**config.mk**
```make
export PLATFORM = sky130hd
export DESIGN_NAME = quoted_string_escape_decoder_core
export DESIGN_NICKNAME = d
export VERILOG_FILES = /design/src/design/qsed_pkg.sv /design/src/design/qsed_decode.sv /design/src/design/qsed_fifo.sv /design/src/design/quoted_string_escape_decoder_core.sv
export SDC_FILE = /design/constraint.sdc
export NUM_CORES = 2
export LEC_CHECK = 0
export ABC_CLOCK_PERIOD_IN_PS = 8000
export BUFFER_PORTS_ARGS = -buffer_cell sky130_fd_sc_hd__buf_2
export CAP_MARGIN = 30
export CORE_UTILIZATION = 43
export DETAILED_ROUTE_END_ITERATION = 10
export PLACE_DENSITY = 0.64
export SLEW_MARGIN = 30
export SYNTH_ARGS = -nofsm -noshare
export SYNTH_HDL_FRONTEND = slang
export SYNTH_SLANG_ARGS = --single-unit
```
**constraint.sdc**
```tcl
create_clock -name clk_i -period 8 [get_ports clk_i]
set_input_delay 0.4 -clock clk_i [delete_from_list [all_inputs] [get_ports clk_i]]
set_output_delay 0.4 -clock clk_i [all_outputs]
set_load 0.005 [all_outputs]
```
**src/design/qsed_pkg.sv**
```systemverilog
// ----------------------------------------------------------------------------
// qsed_pkg
// Shared types, codes and helpers for the quoted string escape decoder.
// ----------------------------------------------------------------------------
package qsed_pkg;

  // most results one source byte can cause, and result queue depth
  localparam int unsigned MaxRes    = 6;
  localparam int unsigned ResCntW   = 3;
  localparam int unsigned FifoDepth = 16;

  // result kinds
  localparam logic [1:0] KindByte  = 2'd0;
  localparam logic [1:0] KindClose = 2'd1;
  localparam logic [1:0] KindError = 2'd2;

  // error codes
  localparam logic [3:0] ErrNone      = 4'd0;
  localparam logic [3:0] ErrNotQuote  = 4'd1;
  localparam logic [3:0] ErrUnterm    = 4'd2;
  localparam logic [3:0] ErrRawBreak  = 4'd3;
  localparam logic [3:0] ErrBadEscape = 4'd4;
  localparam logic [3:0] ErrBadHex    = 4'd5;
  localparam logic [3:0] ErrDecRange  = 4'd6;
  localparam logic [3:0] ErrUniForm   = 4'd7;
  localparam logic [3:0] ErrUniRange  = 4'd8;

  // characters with a role in the syntax
  localparam logic [7:0] ChDquote = 8'h22;
  localparam logic [7:0] ChSquote = 8'h27;
  localparam logic [7:0] ChBslash = 8'h5c;
  localparam logic [7:0] ChLf     = 8'h0a;
  localparam logic [7:0] ChCr     = 8'h0d;

  typedef struct packed {
    logic [7:0] in_byte;
    logic       start_req;
    logic       end_of_data;
  } in_item_t;

  typedef struct packed {
    logic [7:0]  out_byte;
    logic [1:0]  kind;
    logic [3:0]  error_code;
    logic [15:0] consumed;
    logic        last;
  } out_item_t;

  // results of one source byte, entries below cnt are used
  typedef struct packed {
    logic [ResCntW-1:0]         cnt;
    out_item_t [MaxRes-1:0]     item;
  } res_bundle_t;

  // hex digit value, msb flags a valid digit
  function automatic logic [4:0] hex_digit(input logic [7:0] c);
    logic [4:0] r;
    r = '0;
    if (c inside {[8'h30:8'h39]}) begin
      r = {1'b1, 4'(c - 8'h30)};
    end else if (c inside {[8'h61:8'h66]}) begin
      r = {1'b1, 4'(c - 8'h57)};
    end else if (c inside {[8'h41:8'h46]}) begin
      r = {1'b1, 4'(c - 8'h37)};
    end
    return r;
  endfunction

  function automatic out_item_t mk_byte(input logic [7:0] b);
    out_item_t r;
    r = '0;
    r.out_byte = b;
    r.kind     = KindByte;
    return r;
  endfunction

  function automatic out_item_t mk_close(input logic [15:0] cnt);
    out_item_t r;
    r = '0;
    r.kind     = KindClose;
    r.consumed = cnt;
    return r;
  endfunction

  function automatic out_item_t mk_err(input logic [3:0] code);
    out_item_t r;
    r = '0;
    r.kind       = KindError;
    r.error_code = code;
    return r;
  endfunction

endpackage

```
**src/design/qsed_decode.sv**
```systemverilog
// ----------------------------------------------------------------------------
// qsed_decode
// Literal state machine: decodes one source byte per cycle while go_i is high
// into a bundle of up to six results.
// ----------------------------------------------------------------------------
module qsed_decode import qsed_pkg::*; #(
  parameter int unsigned COUNT_BITS = 16
) (
  input  logic        clk_i,
  input  logic        rst_ni,
  input  logic        go_i,
  input  in_item_t    item_i,
  output res_bundle_t res_o
);

  localparam int unsigned CntExtW = (COUNT_BITS > 16) ? COUNT_BITS : 16;

  typedef enum logic [3:0] {
    ModeIdle, ModeBody, ModeEsc, ModeSkip, ModeHex1,
    ModeHex2, ModeDec, ModeUbrace, ModeUdig
  } mode_e;

  mode_e                 mode_q, mode_d;
  logic                  dquote_q, dquote_d;
  logic [31:0]           esc_val_q, esc_val_d;
  logic [3:0]            dig_cnt_q, dig_cnt_d;
  logic [COUNT_BITS-1:0] byte_cnt_q, byte_cnt_d;

  logic [7:0]            b;
  logic [7:0]            quote;
  logic [4:0]            hx;
  logic [9:0]            dec_val;
  logic [CntExtW-1:0]    cnt_ext;
  logic [2:0]            utf_len;
  logic [7:0]            utf_lead;
  logic                  run_body;
  logic [ResCntW-1:0]    n;
  out_item_t [MaxRes-1:0] res;

  assign b       = item_i.in_byte;
  assign quote   = dquote_q ? ChDquote : ChSquote;
  assign hx      = hex_digit(b);
  assign dec_val = 10'(esc_val_q[6:0]) * 10'd10 + 10'(b - 8'h30);
  assign cnt_ext = CntExtW'(byte_cnt_d);

  // utf-8 length and lead byte of a pending code point
  always_comb begin
    utf_len  = 3'd1;
    utf_lead = esc_val_q[7:0];
    if (esc_val_q > 32'h3ff_ffff) begin
      utf_len  = 3'd6;
      utf_lead = {7'b1111110, esc_val_q[30]};
    end else if (esc_val_q > 32'h1f_ffff) begin
      utf_len  = 3'd5;
      utf_lead = {6'b111110, esc_val_q[25:24]};
    end else if (esc_val_q > 32'hffff) begin
      utf_len  = 3'd4;
      utf_lead = {5'b11110, esc_val_q[20:18]};
    end else if (esc_val_q > 32'h7ff) begin
      utf_len  = 3'd3;
      utf_lead = {4'b1110, esc_val_q[15:12]};
    end else if (esc_val_q > 32'h7f) begin
      utf_len  = 3'd2;
      utf_lead = {3'b110, esc_val_q[10:6]};
    end
  end

  // next state and result bundle
  always_comb begin
    mode_d     = mode_q;
    dquote_d   = dquote_q;
    esc_val_d  = esc_val_q;
    dig_cnt_d  = dig_cnt_q;
    byte_cnt_d = byte_cnt_q;
    run_body   = 1'b0;
    n          = '0;
    res        = '0;
    if (go_i) begin
      if (item_i.start_req) begin
        esc_val_d  = '0;
        dig_cnt_d  = '0;
        byte_cnt_d = '0;
        if (item_i.end_of_data || !(b == ChDquote || b == ChSquote)) begin
          dquote_d = 1'b0;
          res[n]   = mk_err(ErrNotQuote);
          n        = n + 1'b1;
          mode_d   = ModeIdle;
        end else begin
          dquote_d   = (b == ChDquote);
          byte_cnt_d = COUNT_BITS'(1);
          mode_d     = ModeBody;
        end
      end else if (mode_q == ModeIdle) begin
        mode_d = ModeIdle;
      end else if (item_i.end_of_data) begin
        // a pending decimal escape is flushed first
        if (mode_q == ModeDec) begin
          res[n] = mk_byte(esc_val_q[7:0]);
          n      = n + 1'b1;
        end
        res[n] = mk_err(ErrUnterm);
        n      = n + 1'b1;
        mode_d = ModeIdle;
      end else begin
        if (byte_cnt_q != '1) begin
          byte_cnt_d = byte_cnt_q + 1'b1;
        end
        case (mode_q)
          ModeBody: begin
            run_body = 1'b1;
          end
          ModeEsc: begin
            mode_d = ModeBody;
            case (b)
              "a":      begin res[n] = mk_byte(8'd7);  n = n + 1'b1; end
              "b":      begin res[n] = mk_byte(8'd8);  n = n + 1'b1; end
              "f":      begin res[n] = mk_byte(8'd12); n = n + 1'b1; end
              "n":      begin res[n] = mk_byte(8'd10); n = n + 1'b1; end
              "r":      begin res[n] = mk_byte(8'd13); n = n + 1'b1; end
              "t":      begin res[n] = mk_byte(8'd9);  n = n + 1'b1; end
              "v":      begin res[n] = mk_byte(8'd11); n = n + 1'b1; end
              ChBslash, ChSquote, ChDquote: begin
                res[n] = mk_byte(b);
                n      = n + 1'b1;
              end
              ChLf:     begin res[n] = mk_byte(ChLf);  n = n + 1'b1; end
              "z":      mode_d = ModeSkip;
              "x":      mode_d = ModeHex1;
              "u":      mode_d = ModeUbrace;
              default: begin
                if (b inside {[8'h30:8'h39]}) begin
                  esc_val_d = 32'(b - 8'h30);
                  dig_cnt_d = 4'd1;
                  mode_d    = ModeDec;
                end else begin
                  res[n] = mk_err(ErrBadEscape);
                  n      = n + 1'b1;
                  mode_d = ModeIdle;
                end
              end
            endcase
          end
          ModeSkip: begin
            if (!(b inside {8'h20, 8'h09, 8'h0d, 8'h0a, 8'h0b, 8'h0c})) begin
              mode_d   = ModeBody;
              run_body = 1'b1;
            end
          end
          ModeHex1: begin
            if (!hx[4]) begin
              res[n] = mk_err(ErrBadHex);
              n      = n + 1'b1;
              mode_d = ModeIdle;
            end else begin
              esc_val_d = 32'(hx[3:0]);
              mode_d    = ModeHex2;
            end
          end
          ModeHex2: begin
            if (!hx[4]) begin
              res[n] = mk_err(ErrBadHex);
              n      = n + 1'b1;
              mode_d = ModeIdle;
            end else begin
              res[n] = mk_byte({esc_val_q[3:0], hx[3:0]});
              n      = n + 1'b1;
              mode_d = ModeBody;
            end
          end
          ModeDec: begin
            if (b inside {[8'h30:8'h39]}) begin
              esc_val_d = 32'(dec_val);
              dig_cnt_d = dig_cnt_q + 1'b1;
              if (dig_cnt_q >= 4'd2) begin
                if (dec_val > 10'd255) begin
                  res[n] = mk_err(ErrDecRange);
                  n      = n + 1'b1;
                  mode_d = ModeIdle;
                end else begin
                  res[n] = mk_byte(dec_val[7:0]);
                  n      = n + 1'b1;
                  mode_d = ModeBody;
                end
              end
            end else begin
              // escape ends early, byte goes on as a body byte
              res[n]   = mk_byte(esc_val_q[7:0]);
              n        = n + 1'b1;
              mode_d   = ModeBody;
              run_body = 1'b1;
            end
          end
          ModeUbrace: begin
            if (b != "{") begin
              res[n] = mk_err(ErrUniForm);
              n      = n + 1'b1;
              mode_d = ModeIdle;
            end else begin
              esc_val_d = '0;
              dig_cnt_d = '0;
              mode_d    = ModeUdig;
            end
          end
          ModeUdig: begin
            if (b == "}") begin
              if (dig_cnt_q == '0) begin
                res[n] = mk_err(ErrUniForm);
                n      = n + 1'b1;
                mode_d = ModeIdle;
              end else if (esc_val_q[31]) begin
                res[n] = mk_err(ErrUniRange);
                n      = n + 1'b1;
                mode_d = ModeIdle;
              end else begin
                mode_d = ModeBody;
                res[n] = mk_byte(utf_lead);
                n      = n + 1'b1;
                // continuation bytes, most significant first
                for (int j = 4; j >= 0; j--) begin
                  if ((3'(j) + 3'd2) <= utf_len) begin
                    res[n] = mk_byte({2'b10, esc_val_q[6*j +: 6]});
                    n      = n + 1'b1;
                  end
                end
              end
            end else if (dig_cnt_q >= 4'd8 || !hx[4]) begin
              res[n] = mk_err(ErrUniForm);
              n      = n + 1'b1;
              mode_d = ModeIdle;
            end else begin
              esc_val_d = {esc_val_q[27:0], hx[3:0]};
              dig_cnt_d = dig_cnt_q + 1'b1;
            end
          end
          default: begin
            res[n] = mk_err(ErrUnterm);
            n      = n + 1'b1;
            mode_d = ModeIdle;
          end
        endcase
      end
      // plain body byte
      if (run_body) begin
        if (b == quote) begin
          res[n] = mk_close(cnt_ext[15:0]);
          n      = n + 1'b1;
          mode_d = ModeIdle;
        end else if (b == ChCr || b == ChLf) begin
          res[n] = mk_err(ErrRawBreak);
          n      = n + 1'b1;
          mode_d = ModeIdle;
        end else if (b == ChBslash) begin
          mode_d = ModeEsc;
        end else begin
          res[n] = mk_byte(b);
          n      = n + 1'b1;
        end
      end
    end
    if (n != '0) begin
      res[n - 1'b1].last = 1'b1;
    end
  end

  assign res_o.cnt  = n;
  assign res_o.item = res;

  // state registers
  always_ff @(posedge clk_i or negedge rst_ni) begin
    if (!rst_ni) begin
      mode_q     <= ModeIdle;
      dquote_q   <= 1'b0;
      esc_val_q  <= '0;
      dig_cnt_q  <= '0;
      byte_cnt_q <= '0;
    end else begin
      mode_q     <= mode_d;
      dquote_q   <= dquote_d;
      esc_val_q  <= esc_val_d;
      dig_cnt_q  <= dig_cnt_d;
      byte_cnt_q <= byte_cnt_d;
    end
  end

  // no results without a transfer into the decoder
  assert property (@(posedge clk_i) disable iff (!rst_ni)
    !go_i |-> res_o.cnt == '0)
    else $error("decoder produced results while idle");

  // an error always sends the machine back to idle
  assert property (@(posedge clk_i) disable iff (!rst_ni)
    (res_o.cnt != '0 && res_o.item[res_o.cnt - 1'b1].kind == KindError) |=>
      mode_q == ModeIdle)
    else $error("decoder not idle after error");

  // digit count stays within the longest escape
  assert property (@(posedge clk_i) disable iff (!rst_ni)
    dig_cnt_q <= 4'd8)
    else $error("escape digit count out of range");

endmodule

```
**src/design/qsed_fifo.sv**
```systemverilog
// ----------------------------------------------------------------------------
// qsed_fifo
// Result queue: takes a bundle of up to six results per cycle and hands
// them out one per transfer.
// ----------------------------------------------------------------------------
module qsed_fifo import qsed_pkg::*; (
  input  logic        clk_i,
  input  logic        rst_ni,
  input  res_bundle_t push_i,
  output logic        room_o,
  output logic        out_valid_o,
  input  logic        out_stall_i,
  output out_item_t   out_item_o
);

  localparam int unsigned PtrW = $clog2(FifoDepth);
  localparam int unsigned CntW = PtrW + 1;

  out_item_t [FifoDepth-1:0] mem;
  logic [PtrW-1:0]           wr_ptr_q, wr_ptr_d;
  logic [PtrW-1:0]           rd_ptr_q, rd_ptr_d;
  logic [CntW-1:0]           cnt_q, cnt_d;
  logic                      pop;

  assign out_valid_o = (cnt_q != '0);
  assign out_item_o  = mem[rd_ptr_q];
  assign pop         = out_valid_o && !out_stall_i;
  assign room_o      = (cnt_q <= CntW'(FifoDepth - MaxRes));

  // pointer and fill bookkeeping
  assign wr_ptr_d = wr_ptr_q + PtrW'(push_i.cnt);
  assign rd_ptr_d = rd_ptr_q + PtrW'(pop);
  assign cnt_d    = cnt_q + CntW'(push_i.cnt) - CntW'(pop);

  always_ff @(posedge clk_i or negedge rst_ni) begin
    if (!rst_ni) begin
      wr_ptr_q <= '0;
      rd_ptr_q <= '0;
      cnt_q    <= '0;
    end else begin
      wr_ptr_q <= wr_ptr_d;
      rd_ptr_q <= rd_ptr_d;
      cnt_q    <= cnt_d;
    end
  end

  // entry storage, bundle written at consecutive slots
  always_ff @(posedge clk_i) begin
    for (int i = 0; i < MaxRes; i++) begin
      if (ResCntW'(i) < push_i.cnt) begin
        mem[PtrW'(wr_ptr_q + PtrW'(i))] <= push_i.item[i];
      end
    end
  end

  assert property (@(posedge clk_i) disable iff (!rst_ni)
    cnt_q <= CntW'(FifoDepth))
    else $error("result queue overflow");

  assert property (@(posedge clk_i) disable iff (!rst_ni)
    push_i.cnt != '0 |-> room_o)
    else $error("bundle pushed without room");

  assert property (@(posedge clk_i) disable iff (!rst_ni)
    (pop && push_i.cnt == '0) |=> cnt_q == $past(cnt_q) - 1'b1)
    else $error("queue count wrong after transfer out");

endmodule

```
**src/design/quoted_string_escape_decoder_core.sv**
```systemverilog
// An input transfer passes the input register, then the result queue, before
// its first result is offered. Throughput: one source byte per cycle unless the
// input stalls; results leave one per cycle while out_stall_i is low.
// The input stalls while the 16-entry result queue has fewer than 6 free slots.
// Reset clears the literal state, the input valid flag and the result queue.
// ----------------------------------------------------------------------------
// quoted_string_escape_decoder_core
// Top level: input register, escape decoder and result queue.
// ----------------------------------------------------------------------------
module quoted_string_escape_decoder_core import qsed_pkg::*; #(
  parameter int unsigned COUNT_BITS = 16
) (
  input  logic      clk_i,
  input  logic      rst_ni,
  input  logic      in_valid_i,
  output logic      in_stall_o,
  input  in_item_t  in_item_i,
  output logic      out_valid_o,
  input  logic      out_stall_i,
  output out_item_t out_item_o
);

  logic        in_valid_q;
  in_item_t    in_item_q;
  logic        room;
  logic        go;
  res_bundle_t bundle;

  // decode the held byte once the queue can take a full bundle
  assign go         = in_valid_q && room;
  assign in_stall_o = in_valid_q && !room;

  // input register
  always_ff @(posedge clk_i or negedge rst_ni) begin
    if (!rst_ni) begin
      in_valid_q <= 1'b0;
    end else if (!in_stall_o) begin
      in_valid_q <= in_valid_i;
    end
  end

  always_ff @(posedge clk_i) begin
    if (in_valid_i && !in_stall_o) begin
      in_item_q <= in_item_i;
    end
  end

  qsed_decode #(
    .COUNT_BITS (COUNT_BITS)
  ) u_decode (
    .clk_i  (clk_i),
    .rst_ni (rst_ni),
    .go_i   (go),
    .item_i (in_item_q),
    .res_o  (bundle)
  );

  qsed_fifo u_fifo (
    .clk_i       (clk_i),
    .rst_ni      (rst_ni),
    .push_i      (bundle),
    .room_o      (room),
    .out_valid_o (out_valid_o),
    .out_stall_i (out_stall_i),
    .out_item_o  (out_item_o)
  );

endmodule
```
==> flow_summary.json <==
{
  "synth_commonest_cells": "616 x nor2_1, 496 x dfxtp_1, 482 x nand2_1, 424 x a211oi_1, 382 x a21oi_1",
  "end_kind": "register",
  "synth-edff-count": 10,
  "ys_seq_elements": 577,
  "r2r_setup_slack_ns": 0.48,
  "grt_start_max_net_pins": 94,
  "leakagePower_uw": 0.0157,
  "synth_area_um2": 38900,
  "timing.rr.end": "u_fifo.mem[61]",
  "numPortBuffers": 46,
  "hold_viol_final": 0,
  "fin_crit_sh": 0.940,
  "syn_avg_cell_area_um2": 8.05,
  "maxSlewHeadroom": 0.235,
  "synth_xor_area_frac": 0.00766,
  "p_per_area_nw_per_um2": 281,
  "dpl.hpwl_mm": 158,
  "vias_per_cell": 7.39,
  "rsz0062_at_grt": "false",
  "area_growth_pct": 12.4,
  "grt_util_all_layers": 0.495,
  "syn_inst": 4826,
  "coreArea_um2": 88900,
  "cp-startpoint": "u_decode.esc_val_q[19]",
  "fmax_mhz": 133,
  "die_h_um": 303,
  "post-synth-top-count-cell": "nor2_1",
  "crit_path_max_incr_delay_ns": 0.81,
  "htree_levels": 3,
  "ant_nets": 0,
  "grt_pass1_vias": 40200,
  "slew_viol_final": 0,
  "critPathTopFamily": "compound AO/OA/AOI/OAI gates",
  "required_ns": 8.51,
  "start_util": 0.437,
  "wl_per_cell_um": 38.7,
  "setup_tns_ns": 0,
  "path_depth": 20,
  "grt_pass1_wl_mm": 320,
  "antenna_found_initial": 13,
  "syn-num-nets": 4900,
  "synthMuxAreaShare": 0.101,
  "final_area_um2": 43700,
  "drive_gt1_frac": 0.149,
  "dieArea_um2": 91600,
  "yosysUniqueCellTypes": 116,
  "yosysWarnings": 0,
  "ys.flop_type": "dfxtp_1",
  "r2r_cells": 20,
  "nNetsFinal": 4797,
  "clk_latency_ns": 0.69,
  "netlist.area_leader.share": 0.255,
  "root_buffer": "clkbuf_16",
  "yosys.area.top_type": "dfxtp_1",
  "path_max_fanout": 29,
  "synth_top_family_by_area": "compound AO/OA/AOI/OAI gates",
  "worstMarginPinSlew_ns": 1.14,
  "clock_sinks": 577,
  "yosys.area_share.adder": 0.0203,
  "seq_area_frac_synth": 0.309,
  "outcome": "completed",
  "die_w_um": 303,
  "synth_compound_area_frac": 0.323,
  "finalWirelength_mm": 231,
  "crit_chain": "nor3_1 > nand4_1 > nor2_1 > inv_2 > fa_1 > xnor2_1 > a211oi_2 > o21ai_4 > inv_1 > ha_1 > nor2_1 > a211oi_2 > a211oi_2 > a31oi_2 > buf_4 > nand2_2 > buf_12 > nor2_1 > a211oi_1 > o31ai_1",
  "setup_violations": 0,
  "min_path_type": "primary input to register",
  "dpl-instance-area_um2": 41000,
  "cp_slowest_cell": "a211oi_2",
  "yosys.area_share.simple": 0.184,
  "drtPass1Iterations": 8,
  "r2r-start": "u_decode.esc_val_q[19]",
  "crit_path_start_kind": "register",
  "num_vias": 44000,
  "clock_path_buffers": 3,
  "irDropWorstVdd_mv": 0.341,
  "cts_tree": "done",
  "io_pins": 47,
  "nFillCells": 8619,
  "crit_path_end": "u_fifo.mem[61]",
  "async_reset_ff_frac": 0.123,
  "worstSetupPathType": "register to register",
  "post-route-min-period_ns": 7.52,
  "gp_congestion": 1.12,
  "drv_cap": 0,
  "cts_made_buffers": 71,
  "grt_overflow_total": 0,
  "drc": 0,
  "drt_iter0_drc": 6966,
  "crit_buf_inv": 4,
  "synth_area_leaders": "dfxtp_1 26%, mux4_2 9.0%, a211oi_1 8.2%",
  "num_rows": 109,
  "cts_setup_buffers": 0,
  "clk_pin_slew_worst_paths_ns": 0.06,
  "clock_skew_ns": 0.0432,
  "critPathArrivalTime_ns": 8.03
}
-- stage by stage --
stage / total power (uW) / hold slack (ns) / instances / util / worst slack (ns)
3_5_place_dp: 8540 / 0.457 / 5799 / 0.461 / 0.853
2_1_floorplan: 6640 / 0.104 / 4826 / - / 2.29
6_report: 12300 / 0.154 / 5951 / 0.491 / 0.484
5_1_grt: 12600 / 0.185 / 5941 / 0.491 / 0.149
4_1_cts: 12000 / 0.135 / 5937 / 0.490 / 0.795
3_3_place_gp: 8530 / 0.450 / 5790 / 0.459 / 1.03
-- logic make-up after synthesis --
| logic type | count (synthesis) |
|---|---|
| AO/OA/AOI/OAI | 1843 |
| multiplexers | 197 |
| adder cells (fa/ha/maj) | 60 |
| buffers and inverters | 532 |
| XOR/XNOR | 34 |
| AND/OR/NAND/NOR | 1583 |
| flip-flops | 577 |
-- per-layer routing --
layer  track usage  routed length, um
met3         0.156              29500
met5             0                 37
met2         0.703              93700
met4         0.350              19600
met1         0.633              87600
-- worst min-delay path by stage --
stage                                    end      startpoint  cells past startpoint
after CTS                 u_fifo.rd_ptr_q[0]     out_stall_i                      3
after floorplan                   in_valid_q          rst_ni                      0
after detailed placement      u_fifo.mem[52]  u_fifo.mem[52]                      2
after global placement        u_fifo.mem[52]  u_fifo.mem[52]                      2
after global routing      u_fifo.rd_ptr_q[0]     out_stall_i                      3
final                     u_fifo.rd_ptr_q[0]     out_stall_i                      3
-- cell usage in the layout, fill, tap and decap left out, drive strengths merged, types with 49 or more instances in the layout --
master	instances
inv	64
dfxtp	496
mux4	155
ha	55
nor2	617
o221ai	58
clkbuf	106
o22ai	49
nor3	131
o211ai	159
dfrtp	71
a211oi	429
o21ai	359
buf	282
a22oi	54
nand3	109
a21oi	385
nand2	484
-- worst min-delay path: cells and delay by family --
family	cells	cell delay [ns]
buffers and inverters	1	0.08
AO/OA/AOI/OAI	1	0.05
adder cells (fa/ha/maj)	1	0.26
-- registers in the layout, summed over array words and instances, names as in the netlist --
register	cells
u_decode.mode_q	4
u_decode.esc_val_q	32
in_valid_q	1
u_decode.byte_cnt_q	16
u_fifo.cnt_q	5
in_item_q	10
u_decode.dig_cnt_q	4
u_fifo.mem	496
u_fifo.wr_ptr_q	4
u_fifo.rd_ptr_q	4
u_decode.dquote_q	1
-- power breakdown --
| part | internal, uW | switching, uW |
|---|---|---|
| Combinational | 1640 | 3610 |
| Sequential | 3050 | 461 |
| Clock | 2050 | 1460 |
-- cell type report --
type,count,area (um^2),area share
Multi-Input combinational cell,3717,25200,0.576
Sequential cell,577,12000,0.275
Timing Repair Buffer,294,2310,0.0528
Clock buffer,106,2170,0.0498
Tap cell,1165,1460,0.0334
Clock inverter,20,304,0.00696
Inverter,62,233,0.00533
Antenna cell,10,25.0,0.000573
-- repair_timing --
| item | in CTS | in global routing |
|---|---|---|
| hold endpoints to repair | 82 | 0 |
| gates resized for setup | 0 | 0 |
| hold buffers | 12 | 0 |
| endpoints found under the setup margin | 0 | 0 |
Power figures use the tool's default switching activity.
